<file path="config.mk">
export PLATFORM = sky130hd
export DESIGN_NAME = seven_segment_mux_display
export DESIGN_NICKNAME = d
export VERILOG_FILES = /design/src/rtl/ssd_pkg.sv /design/src/rtl/ssd_decode.sv /design/src/rtl/seven_segment_mux_display.sv
export SDC_FILE = /design/constraint.sdc
export NUM_CORES = 1
export LEC_CHECK = 0
export BUFFER_PORTS_ARGS = -buffer_cell sky130_fd_sc_hd__buf_2
export CAP_MARGIN = 25
export CORE_MARGIN = 3
export CORE_UTILIZATION = 55
export DETAILED_ROUTE_END_ITERATION = 8
export PLACE_DENSITY_LB_ADDON = 0.12
export SETUP_SLACK_MARGIN = 0.3
export SLEW_MARGIN = 0
export SYNTH_ARGS = -nofsm -noshare
export SYNTH_HDL_FRONTEND = slang
export SYNTH_SLANG_ARGS = --single-unit
</file>
<file path="constraint.sdc">
create_clock -name clk -period 9.7 [get_ports clk]
set_input_delay 1.455 -clock clk [delete_from_list [all_inputs] [get_ports clk]]
set_output_delay 1.455 -clock clk [all_outputs]
set_load 0.03 [all_outputs]
</file>
<file path="src/rtl/ssd_pkg.sv">
`default_nettype none
// ----------------------------------------------------------------------------
// ssd_pkg
// Shared types, codes and digit helpers for the seven-segment display driver.
// ----------------------------------------------------------------------------
package ssd_pkg;

  // request codes
  typedef enum logic [2:0] {
    ACT_TICK     = 3'd0,
    ACT_TIME     = 3'd1,
    ACT_TEMP     = 3'd2,
    ACT_MSG_ON   = 3'd3,
    ACT_MSG_OFF  = 3'd4,
    ACT_MSG_AUTO = 3'd5
  } action_t;

  // configuration register indexes
  localparam logic CFG_HOLD_TICKS = 1'b0;
  localparam logic CFG_TEMP_ERROR = 1'b1;

  localparam logic [15:0] HOLD_TICKS_RST = 16'd3906;
  localparam logic [7:0]  TEMP_ERROR_RST = 8'h80;

  // fixed patterns, bit 0..6 = segments a..g, bit 7 = point, 1 = lit
  localparam logic [7:0] PAT_BLANK = 8'h00;
  localparam logic [7:0] PAT_DASH  = 8'h40;
  localparam logic [7:0] PAT_POINT = 8'h80;
  localparam logic [7:0] PAT_N     = 8'h54;
  localparam logic [7:0] PAT_O     = 8'h3f;
  localparam logic [7:0] PAT_F     = 8'h71;
  localparam logic [7:0] PAT_T     = 8'h78;
  localparam logic [7:0] PAT_U     = 8'h3e;
  localparam logic [7:0] PAT_A     = 8'h77;
  localparam logic [7:0] PAT_ALL   = 8'hff;

  typedef logic [3:0][7:0] pat_arr_t;

  // decoder to display-state control
  typedef struct packed {
    logic load;          // replace all digit patterns
    logic restart_hold;  // reload the hold counter
  } upd_t;

  // decimal digit to segment pattern
  function automatic logic [7:0] glyph(input logic [3:0] d);
    logic [7:0] g;
    case (d)
      4'd0:    g = 8'h3f;
      4'd1:    g = 8'h06;
      4'd2:    g = 8'h5b;
      4'd3:    g = 8'h4f;
      4'd4:    g = 8'h66;
      4'd5:    g = 8'h6d;
      4'd6:    g = 8'h7d;
      4'd7:    g = 8'h07;
      4'd8:    g = 8'h7f;
      4'd9:    g = 8'h6f;
      default: g = 8'h00;
    endcase
    return g;
  endfunction

  // x / 10 by reciprocal multiply, exact for any 8-bit x
  function automatic logic [4:0] div10(input logic [7:0] x);
    logic [15:0] p;
    p = 16'(x) * 16'd205;
    return p[15:11];
  endfunction

  // x % 10 given its quotient
  function automatic logic [3:0] rem10(input logic [7:0] x, input logic [4:0] q);
    logic [7:0] r;
    r = x - 8'(q) * 8'd10;
    return r[3:0];
  endfunction

endpackage
`default_nettype wire

</file>
<file path="src/rtl/ssd_decode.sv">
`default_nettype none
// ----------------------------------------------------------------------------
// ssd_decode
// Turns a time, temperature or message request into four digit patterns.
// ----------------------------------------------------------------------------
module ssd_decode (
  input  var ssd_pkg::action_t  action,
  input  wire logic [4:0]       hour,
  input  wire logic [5:0]       minute,
  input  wire logic [5:0]       second,
  input  wire logic [7:0]       temperature,
  input  wire logic [7:0]       temp_error_code,
  input  wire logic             hold_active,
  output ssd_pkg::upd_t         upd,
  output ssd_pkg::pat_arr_t     patterns
);
  import ssd_pkg::*;

  logic [4:0] min_tens;
  logic [3:0] min_ones;
  logic [4:0] hr_tens;
  logic [3:0] hr_ones;
  logic [7:0] point;
  logic       neg;
  logic [7:0] mag;
  logic [7:0] sign;
  logic [4:0] mag_q;
  logic [3:0] mag_ones;
  logic [4:0] mag_h;
  logic [3:0] mag_tens;
  pat_arr_t   time_pat;
  pat_arr_t   temp_pat;

  // time split into decimal digits
  always_comb begin
    min_tens = div10(8'(minute));
    min_ones = rem10(8'(minute), min_tens);
    hr_tens  = div10(8'(hour));
    hr_ones  = rem10(8'(hour), hr_tens);
    point    = second[0] ? PAT_BLANK : PAT_POINT;
    time_pat[0] = glyph(min_ones) | point;
    time_pat[1] = glyph(min_tens[3:0]) | point;
    time_pat[2] = glyph(hr_ones);
    time_pat[3] = (hour < 5'd10) ? PAT_BLANK : glyph(hr_tens[3:0]);
  end

  // temperature magnitude, sign and digits
  always_comb begin
    neg      = temperature[7];
    mag      = neg ? 8'(-temperature) : temperature;
    sign     = neg ? PAT_DASH : PAT_BLANK;
    mag_q    = div10(mag);
    mag_ones = rem10(mag, mag_q);
    mag_h    = div10(8'(mag_q));
    mag_tens = rem10(8'(mag_q), mag_h);
    if (temperature == temp_error_code) begin
      temp_pat = {PAT_BLANK, PAT_DASH, PAT_DASH, PAT_BLANK};
    end else if (mag < 8'd10) begin
      temp_pat = {PAT_BLANK, sign, glyph(mag[3:0]), PAT_BLANK};
    end else if (mag < 8'd100) begin
      temp_pat = {sign, glyph(mag_q[3:0]), glyph(mag_ones), PAT_BLANK};
    end else begin
      temp_pat = {PAT_BLANK, glyph(mag_h[3:0]), glyph(mag_tens), glyph(mag_ones)};
    end
  end

  // request select
  always_comb begin
    upd      = '0;
    patterns = time_pat;
    case (action)
      ACT_TIME: begin
        upd.load = !hold_active;
      end
      ACT_TEMP: begin
        upd.load = !hold_active;
        patterns = temp_pat;
      end
      ACT_MSG_ON: begin
        upd      = '{load: 1'b1, restart_hold: 1'b1};
        patterns = {PAT_BLANK, PAT_O, PAT_N, PAT_BLANK};
      end
      ACT_MSG_OFF: begin
        upd      = '{load: 1'b1, restart_hold: 1'b1};
        patterns = {PAT_BLANK, PAT_O, PAT_F, PAT_F};
      end
      ACT_MSG_AUTO: begin
        upd      = '{load: 1'b1, restart_hold: 1'b1};
        patterns = {PAT_A, PAT_U, PAT_T, PAT_O};
      end
      default: begin
        upd = '0;
      end
    endcase
  end

endmodule
`default_nettype wire

</file>
<file path="src/rtl/seven_segment_mux_display.sv">
`default_nettype none
// ----------------------------------------------------------------------------
// seven_segment_mux_display
// Four-digit multiplexed seven-segment display controller.
// ----------------------------------------------------------------------------
// Takes one request per clock while in_ready is high. A request is captured in
// an input register and handled, once it may advance, by a single pass of
// decode logic that updates the digit patterns, scan position and hold counter;
// a tick request leaves its digit enable and segment lines in an output
// register, and out_valid rises as that register is loaded. A tick in the
// input register stalls while the output register is full and out_ready is
// low, and holds back the requests behind it; other requests never wait on
// out_ready themselves. Configuration writes take effect on the next clock
// edge.
module seven_segment_mux_display (
  input  wire logic        clk,
  input  wire logic        rst_n,
  input  wire logic        cfg_we,
  input  wire logic        cfg_index,
  input  wire logic [15:0] cfg_wdata,
  input  wire logic        in_valid,
  output logic             in_ready,
  input  wire logic [2:0]  in_action,
  input  wire logic [4:0]  in_hour,
  input  wire logic [5:0]  in_minute,
  input  wire logic [5:0]  in_second,
  input  wire logic [7:0]  in_temperature,
  output logic             out_valid,
  input  wire logic        out_ready,
  output logic [3:0]       out_digit_enable,
  output logic [7:0]       out_segment_lines
);
  import ssd_pkg::*;

  logic [15:0] hold_ticks_r;
  logic [7:0]  temp_error_code_r;

  logic        in_valid_r;
  action_t     in_action_r;
  logic [4:0]  in_hour_r;
  logic [5:0]  in_minute_r;
  logic [5:0]  in_second_r;
  logic [7:0]  in_temperature_r;

  pat_arr_t    digit_patterns_r;
  logic [1:0]  scan_digit_r;
  logic [2:0]  scan_segment_r;
  logic [15:0] hold_count_r;

  logic        out_valid_r;
  logic [3:0]  out_digit_enable_r;
  logic [7:0]  out_segment_lines_r;

  logic        is_tick;
  logic        advance;
  upd_t        upd;
  pat_arr_t    dec_patterns;
  logic        seg_lit;
  logic [7:0]  seg_nxt;

  // configuration registers
  always_ff @(posedge clk) begin
    if (!rst_n) begin
      hold_ticks_r      <= HOLD_TICKS_RST;
      temp_error_code_r <= TEMP_ERROR_RST;
    end else if (cfg_we) begin
      case (cfg_index)
        CFG_HOLD_TICKS: hold_ticks_r      <= cfg_wdata;
        CFG_TEMP_ERROR: temp_error_code_r <= cfg_wdata[7:0];
        default:        hold_ticks_r      <= hold_ticks_r;
      endcase
    end
  end

  // handshake: a tick needs a free output slot, other requests always go
  assign is_tick  = (in_action_r == ACT_TICK);
  assign advance  = in_valid_r && (!is_tick || !out_valid_r || out_ready);
  assign in_ready = !in_valid_r || advance;

  // input register
  always_ff @(posedge clk) begin
    if (!rst_n) begin
      in_valid_r <= 1'b0;
    end else if (in_ready) begin
      in_valid_r <= in_valid;
    end
  end

  always_ff @(posedge clk) begin
    if (in_valid && in_ready) begin
      in_action_r      <= action_t'(in_action);
      in_hour_r        <= in_hour;
      in_minute_r      <= in_minute;
      in_second_r      <= in_second;
      in_temperature_r <= in_temperature;
    end
  end

  ssd_decode u_decode (
    .action          (in_action_r),
    .hour            (in_hour_r),
    .minute          (in_minute_r),
    .second          (in_second_r),
    .temperature     (in_temperature_r),
    .temp_error_code (temp_error_code_r),
    .hold_active     (hold_count_r != 16'd0),
    .upd             (upd),
    .patterns        (dec_patterns)
  );

  // scanned segment, active low
  always_comb begin
    seg_lit = digit_patterns_r[scan_digit_r][scan_segment_r];
    seg_nxt = PAT_ALL;
    if (seg_lit) begin
      seg_nxt[scan_segment_r] = 1'b0;
    end
  end

  // display state
  always_ff @(posedge clk) begin
    if (!rst_n) begin
      digit_patterns_r <= {PAT_ALL, PAT_ALL, PAT_ALL, PAT_ALL};
      scan_digit_r     <= '0;
      scan_segment_r   <= '0;
      hold_count_r     <= '0;
    end else if (advance) begin
      if (is_tick) begin
        scan_segment_r <= scan_segment_r + 3'd1;
        if (scan_segment_r == 3'd7) begin
          scan_digit_r <= scan_digit_r + 2'd1;
        end
        if (hold_count_r != 16'd0) begin
          hold_count_r <= hold_count_r - 16'd1;
        end
      end else begin
        if (upd.load) begin
          digit_patterns_r <= dec_patterns;
        end
        if (upd.restart_hold) begin
          hold_count_r <= hold_ticks_r;
        end
      end
    end
  end

  // output register
  always_ff @(posedge clk) begin
    if (!rst_n) begin
      out_valid_r <= 1'b0;
    end else if (advance && is_tick) begin
      out_valid_r <= 1'b1;
    end else if (out_ready) begin
      out_valid_r <= 1'b0;
    end
  end

  always_ff @(posedge clk) begin
    if (advance && is_tick) begin
      out_digit_enable_r  <= 4'b0001 << scan_digit_r;
      out_segment_lines_r <= seg_nxt;
    end
  end

  assign out_valid         = out_valid_r;
  assign out_digit_enable  = out_digit_enable_r;
  assign out_segment_lines = out_segment_lines_r;

endmodule
`default_nettype wire
</file>
==> impl_results.md, run 1 <==
- Synth unique cells: 86
- DRC: 0
- Routed WL: 22,900 um
- Synth area leader: ha_1
- Synthesized area per cell: 8.76 um^2
- Mapped Area: 0.00996 mm^2
- EDFF count, synth: 35
- Clock latency on the worst-skew pair: 0.37 ns
- Synth Instances: 1,137
- Die H: 141 um
- Final WS setup: 0.823 ns
- Post-DRT Antenna Nets: 0
- Hold Startpoint: digit_patterns_r[23]$_SDFFE_PN1P_
- GRT Total Usage: 23.6%
- Gr ovfl total: 0
- Crit path top cell by count: inv_1
- Seq cells post-synth: 112
- 1st-pass router iterations: 7
- I/O Buffers: 58
- Hpwl dp: 18,000 um
- First-pass GRT wire length: 38,500 um
- Htree depth: 3
- DP Worst Slack: 0.229 ns
- Final setup vio count: 0
- Die area: 0.0198 mm^2
- Placement Cell Area: 0.0105 mm^2
- Final Cycle Share: 91.5%
- Crit-path max FO: 11
- Commonest non-fill, non-tap cell in the layout: ha_1
- Max Cap Viol: 0
- Clock transition at the registers of the reported paths: 0.08 ns
- Gpl congestion: 0.926
- CTS Buf Count: 9
- Min Tclk post-route: 8.88 ns
- Final Core Density: 62.2%
- Relative slew margins: 39.0%
- Max Root-Sink Buffers: 2
- Via count: 8,156
- Final Hold Fails: 0
- Number of vias per cell: 5.79
- Critical Path AT: 9.14 ns
- Area Growth Syn to Fin: 9.50%
- Die Width: 141 um
- CP bufs+invs: 8
- Layout cells sized above 1: 13.4%
- Fmax: 113 MHz
- CP startpoint kind: flip-flop
- Root buffer cell: clkbuf_16
- Vias in the first global route: 7,851
- Io pins: 64
- Worst min-delay path class: flip-flop to flip-flop
- Worst path max stage delay: 0.56 ns
- Worst Hold Path EP: digit_patterns_r[23]$_SDFFE_PN1P_
- # rows: 48
- ANT cells: 0
- R2R cell count: 39
- Synth top area cells: ha_1 (20%), dfxtp_1 (15%), edfxtp_1 (11%)
- Crit-path slowest cell: fa_1
- Initial core utilization: 56.8%
- Async S/R FF share, synth: 0%
- Synthesized Nets: 1,372
- Hold Crit Depth: 2
- Critical path type: flip-flop to flip-flop
- NumNets Final: 1,414
- Sink Count: 112
- Routed WL per cell: 16.2 um
- Largest net degree at the start of global routing: 70
- RSZ-0062 raised after global routing: no
- CTS tree: built
- Top delay family on crit path: adder cells
- Post-synth top flop: dfxtp_1
- Design area: 0.0109 mm^2
- Hold_buf cts: 0
- Max-slew violations: 0
- Crit end category: flip-flop
- Most frequent cells in the layout: ha_1 (161), nand2_1 (114), inv_1 (99)
- Sum Neg Setup Slack: 0 ns
- Syn. warnings: 0
- Core ar.: 0.0175 mm^2
- Top cell type's share of synthesized area: 20.3%
- Proportion of synthesized chip area in sequential cells: 26.0%
- Crit Reg-Reg Startpoint: in_temperature_r[1]$_DFFE_PP_
- Status: completed
- Required @ worst endpoint: 9.96 ns
- Drt first-iter violations: 542
- Reg-to-Reg End: digit_patterns_r[13]$_SDFFE_PN1P_
- R2r setup slk: 0.82 ns
- Final Skew: 0.00869 ns
- Worst-Margin Slew: 0.908 ns
- Initial antenna violation count: 0
- Filler cell count: 1,550
[routing by layer]
layer | vias to the layer above | share of wire [%] | track usage [%]
met4 | 0 | 1.3 | 4.79
met2 | 184 | 46 | 38.0
met5 | - | 0 | 0
met1 | 3845 | 48 | 33.6
li1 | 4103 | - | -
met3 | 24 | 4.7 | 4.24
[metrics by stage]
step                      hold WS (ns)  instances
after global placement           0.428       1389
after detailed placement         0.437       1390
after CTS                        0.449       1408
final                            0.447       1409
after floorplan                  0.418       1137
after global routing             0.476       1409
[cell type report]
class	instances	area, um^2	share of cell area, %
clock buffers	9	225	2.06
repair buffers	83	482	4.42
flip-flops and latches	112	2590	23.8
clock inverters	7	95.1	0.872
well taps	225	282	2.58
multi-input cells	872	6850	62.8
inverters	101	382	3.50
[Yosys cell counts, types with 5 or more instances]
cell type and instances:
ha_1 162, nand2_1 114, inv_1 99, nor2_1 82, dfxtp_1 77, a21oi_1 64
o21ai_0 51, clkbuf_1 44, nand3_1 38, edfxtp_1 35, xnor2_1 34, a21boi_0 24
fa_1 23, and2_1 22, a31oi_1 21, nor3_1 20, nor2b_1 16, nand2b_1 14
o22ai_1 14, mux2i_1 9, a211oi_1 8, a21o_1 8, o211ai_1 8, xor2_1 8
mux4_2 7, and3_1 6, nand4_1 6, a31o_2 5, o221a_2 5, o221ai_1 5
o22a_1 5, o31ai_1 5, or2_2 5, or3_1 5
[state kept, by name, indices dropped and copies added (netlist names)]
| name | count |
|---|---|
| digit_patterns_r | 30 |
| hold_count_r | 16 |
| hold_ticks_r | 16 |
| in_temperature_r | 8 |
| out_segment_lines | 8 |
| temp_error_code_r | 8 |
| in_minute_r | 6 |
| in_hour_r | 5 |
| out_digit_enable | 4 |
| in_action_r | 3 |
| scan_segment_r | 3 |
| scan_digit_r | 2 |
| in_second_r | 1 |
| in_valid_r | 1 |
| out_valid | 1 |
[worst register-to-register path: cells and delay by family, from the launching register on]
kind | cells | cell delay, ns
xor gates and xnor gates | 4 | 0.69
DFF | 1 | 0.39
buffers and inverters | 8 | 0.67
AOI/OAI and AO/OA | 11 | 1.98
and+or+nand+nor | 5 | 1.06
muxes | 1 | 0.28
adders and majority gates | 10 | 3.70
[kinds of logic after synthesis]
logic type	count (synthesis)	share of synthesized area, %
flip-flops	112	26.0
AO/OA/AOI/OAI	268	18.0
buffers and inverters	153	5.97
XOR/XNOR	47	4.80
adder cells (fa/ha/maj)	186	25.1
multiplexers	21	3.08
AND/OR/NAND/NOR	350	17.0
[worst max-delay path by stage]
stage / cells past startpoint / end / slack [ns] / from
2_1_floorplan: 41 / digit_patterns_r[13]$_SDFFE_PN1P_ / 0.47 / in_temperature_r[0]$_DFFE_PP_
3_3_place_gp: 39 / digit_patterns_r[13]$_SDFFE_PN1P_ / 0.33 / in_temperature_r[2]$_DFFE_PP_
3_5_place_dp: 39 / digit_patterns_r[13]$_SDFFE_PN1P_ / 0.23 / in_temperature_r[2]$_DFFE_PP_
4_1_cts: 40 / digit_patterns_r[13]$_SDFFE_PN1P_ / 0.38 / in_temperature_r[1]$_DFFE_PP_
5_1_grt: 40 / digit_patterns_r[13]$_SDFFE_PN1P_ / 0.25 / in_temperature_r[1]$_DFFE_PP_
6_report: 39 / digit_patterns_r[13]$_SDFFE_PN1P_ / 0.82 / in_temperature_r[1]$_DFFE_PP_
[timing repair]
| action | CTS | global route |
|---|---|---|
| endpoints found under the setup margin | 1 | 7 |
| endpoints found under the hold margin | 0 | 0 |
| setup buffers | 2 | 1 |
| pin swaps | 0 | 3 |
| resized for setup | 3 | 12 |
| cloned | 0 | 0 |
Power of run 1 is left out: the tool's default activity adds up to more than one toggle a clock period on the data nets, which glitch-free logic cannot reach.
==> run 2: changes to the inputs <==
--- a/config.mk
+++ b/config.mk
@@ -8,7 +8,7 @@
 export BUFFER_PORTS_ARGS = -buffer_cell sky130_fd_sc_hd__buf_2
 export CAP_MARGIN = 25
 export CORE_MARGIN = 3
-export CORE_UTILIZATION = 55
+export CORE_UTILIZATION = 57
 export DETAILED_ROUTE_END_ITERATION = 8
 export PLACE_DENSITY_LB_ADDON = 0.12
 export SETUP_SLACK_MARGIN = 0.3
==> run 2 against run 1 <==
Core utilization up 2.5 points. Via count barely moved. Worst setup slack worse by 0.017 ns. Final cell count down 0.50%. Clock-buffer cell count unchanged. Cell area shrank 0.28%. Hold slack improved by 0.0065 ns. Critical path depth increased by 1. Critical endpoint is now digit_patterns_r[8]$_SDFFE_PN1P_. Largest cell class unchanged. Highest routed layer unchanged.
==> impl_results.md, run 2 (same netlist as run 1, synthesis figures left out) <==
- Status: completed
- R2R cell count: 40
- Crit-path max FO: 9
- Critical path type: flip-flop to flip-flop
- Placed cell count: 1,382
- Initial core utilization: 59.2%
- Max Cap Viol: 0
- CTS Buf Count: 9
- Post-DRT Antenna Nets: 0
- Max-slew violations: 0
- Drt first-iter violations: 653
- NumNets Final: 1,412
- Critical Path AT: 9.14 ns
- Most frequent cells in the layout: ha_1 (161), nand2_1 (114), inv_1 (97)
- Crit path top cell by count: inv_1
- 1st-pass router iterations: 5
- Final Hold Fails: 0
- Worst-Margin Slew: 0.886 ns
- Final Cycle Share: 91.7%
- First-pass GRT wire length: 37,200 um
- GRT Total Usage: 23.2%
- Largest regs: digit_patterns_r (30), hold_count_r (16), hold_ticks_r (16)
- RSZ-0062 raised after global routing: no
- I/O Buffers: 58
- Routed WL: 22,500 um
- Gpl congestion: 0.917
- # rows: 47
- DRC: 0
- Root buffer cell: clkbuf_16
- Sink Count: 112
- Sum Neg Setup Slack: 0 ns
- Gr ovfl total: 0
- Die H: 138 um
- Die Width: 138 um
- Number of vias per cell: 5.82
- Final setup vio count: 0
- CP startpoint kind: flip-flop
- Via count: 8,158
- Hpwl dp: 17,700 um
- Crit-path slowest cell: fa_1
- Core ar.: 0.0168 mm^2
- Worst min-delay path class: flip-flop to flip-flop
- Min Tclk post-route: 8.89 ns
- Fmax: 112 MHz
- Initial antenna violation count: 0
- Io pins: 64
- Final Skew: 0.0104 ns
- Required @ worst endpoint: 9.95 ns
- Crit end category: flip-flop
- Htree depth: 3
- Worst Hold Path EP: digit_patterns_r[23]$_SDFFE_PN1P_
- Relative slew margins: 40.9%
- CTS tree: built
- Hold_buf cts: 0
- Max Root-Sink Buffers: 2
- Die area: 0.0191 mm^2
- Final WS setup: 0.806 ns
- Area Growth Syn to Fin: 9.20%
- Finished Layout Cells: 1,402
- Most flops, register: digit_patterns_r
- Crit Reg-Reg Startpoint: in_temperature_r[0]$_DFFE_PP_
- Clock transition at the registers of the reported paths: 0.08 ns
- Clock latency on the worst-skew pair: 0.36 ns
- Hold Crit Depth: 2
- DP Worst Slack: 0.0976 ns
- Placement Cell Area: 0.0105 mm^2
- Vias in the first global route: 7,569
- Max reg flops: 30
- ANT cells: 0
- Reg-to-Reg End: digit_patterns_r[8]$_SDFFE_PN1P_
- Largest net degree at the start of global routing: 70
- Layout cells sized above 1: 13.5%
- Routed WL per cell: 16.0 um
- Hold Startpoint: digit_patterns_r[23]$_SDFFE_PN1P_
- Commonest non-fill, non-tap cell in the layout: ha_1
- R2r setup slk: 0.81 ns
- Design area: 0.0109 mm^2
- Worst path max stage delay: 0.57 ns
==> run 2: changes by cell type in the layout (fill, tap and decap cells not counted), moves of 2 or more <==
cell and change:
inv_8 -2, inv_1 -2, clkinv_8 +2, inv_2 +2
==> run 2: layout make-up <==
| type | count | area, um^2 |
|---|---|---|
| clock buffers | 9 | 225 |
| clock inverters | 7 | 72.6 |
| fillers | 1483 | 5940 |
| inverters | 101 | 382 |
| multi-input cells | 872 | 6870 |
| flip-flops and latches | 112 | 2590 |
| well taps | 220 | 275 |
| repair buffers | 81 | 463 |
==> run 2: worst max path at each step <==
stage	from	endpoint	depth (start not counted)
2_1_floorplan	in_temperature_r[0]$_DFFE_PP_	digit_patterns_r[13]$_SDFFE_PN1P_	41
3_3_place_gp	in_temperature_r[0]$_DFFE_PP_	digit_patterns_r[13]$_SDFFE_PN1P_	40
3_5_place_dp	in_temperature_r[1]$_DFFE_PP_	digit_patterns_r[13]$_SDFFE_PN1P_	40
4_1_cts	in_temperature_r[1]$_DFFE_PP_	digit_patterns_r[13]$_SDFFE_PN1P_	40
5_1_grt	in_temperature_r[1]$_DFFE_PP_	digit_patterns_r[10]$_SDFFE_PN1P_	40
6_report	in_temperature_r[0]$_DFFE_PP_	digit_patterns_r[8]$_SDFFE_PN1P_	40
==> run 2: what timing repair did <==
item	CTS	global route
buffers inserted	0	3
resized for setup	3	17
endpoints found under the setup margin	6	7
pin swaps	0	5
==> run 2: worst max-delay path: cells and delay by family (launching register included) <==
kind	cells	cell delay, ns
fa+ha+maj	11	3.94
compound gates	11	2.29
buf+inv	9	0.59
flops	1	0.40
simple gates	4	0.86
xor+xnor	5	0.71
==> run 2: routing by layer <==
metal  vias up  part of all wire, %  global-route usage, %
li1       4100                    -                      -
met1      3811                   48                   33.0
met2       218                   45                   37.1
met3        29                  5.0                   3.83
met4         0                  1.6                   5.62
met5         -                    0                      0
==> run 2: stage by stage <==
stage / utilization, % / hold slack (ns)
final: 64.7 / 0.453
after global routing: 64.7 / 0.470
after CTS: 64.1 / 0.459
after detailed placement: 62.2 / 0.446
after global placement: 62.2 / 0.426
after floorplan: - / 0.418
Power of run 2 is left out for the same reason.
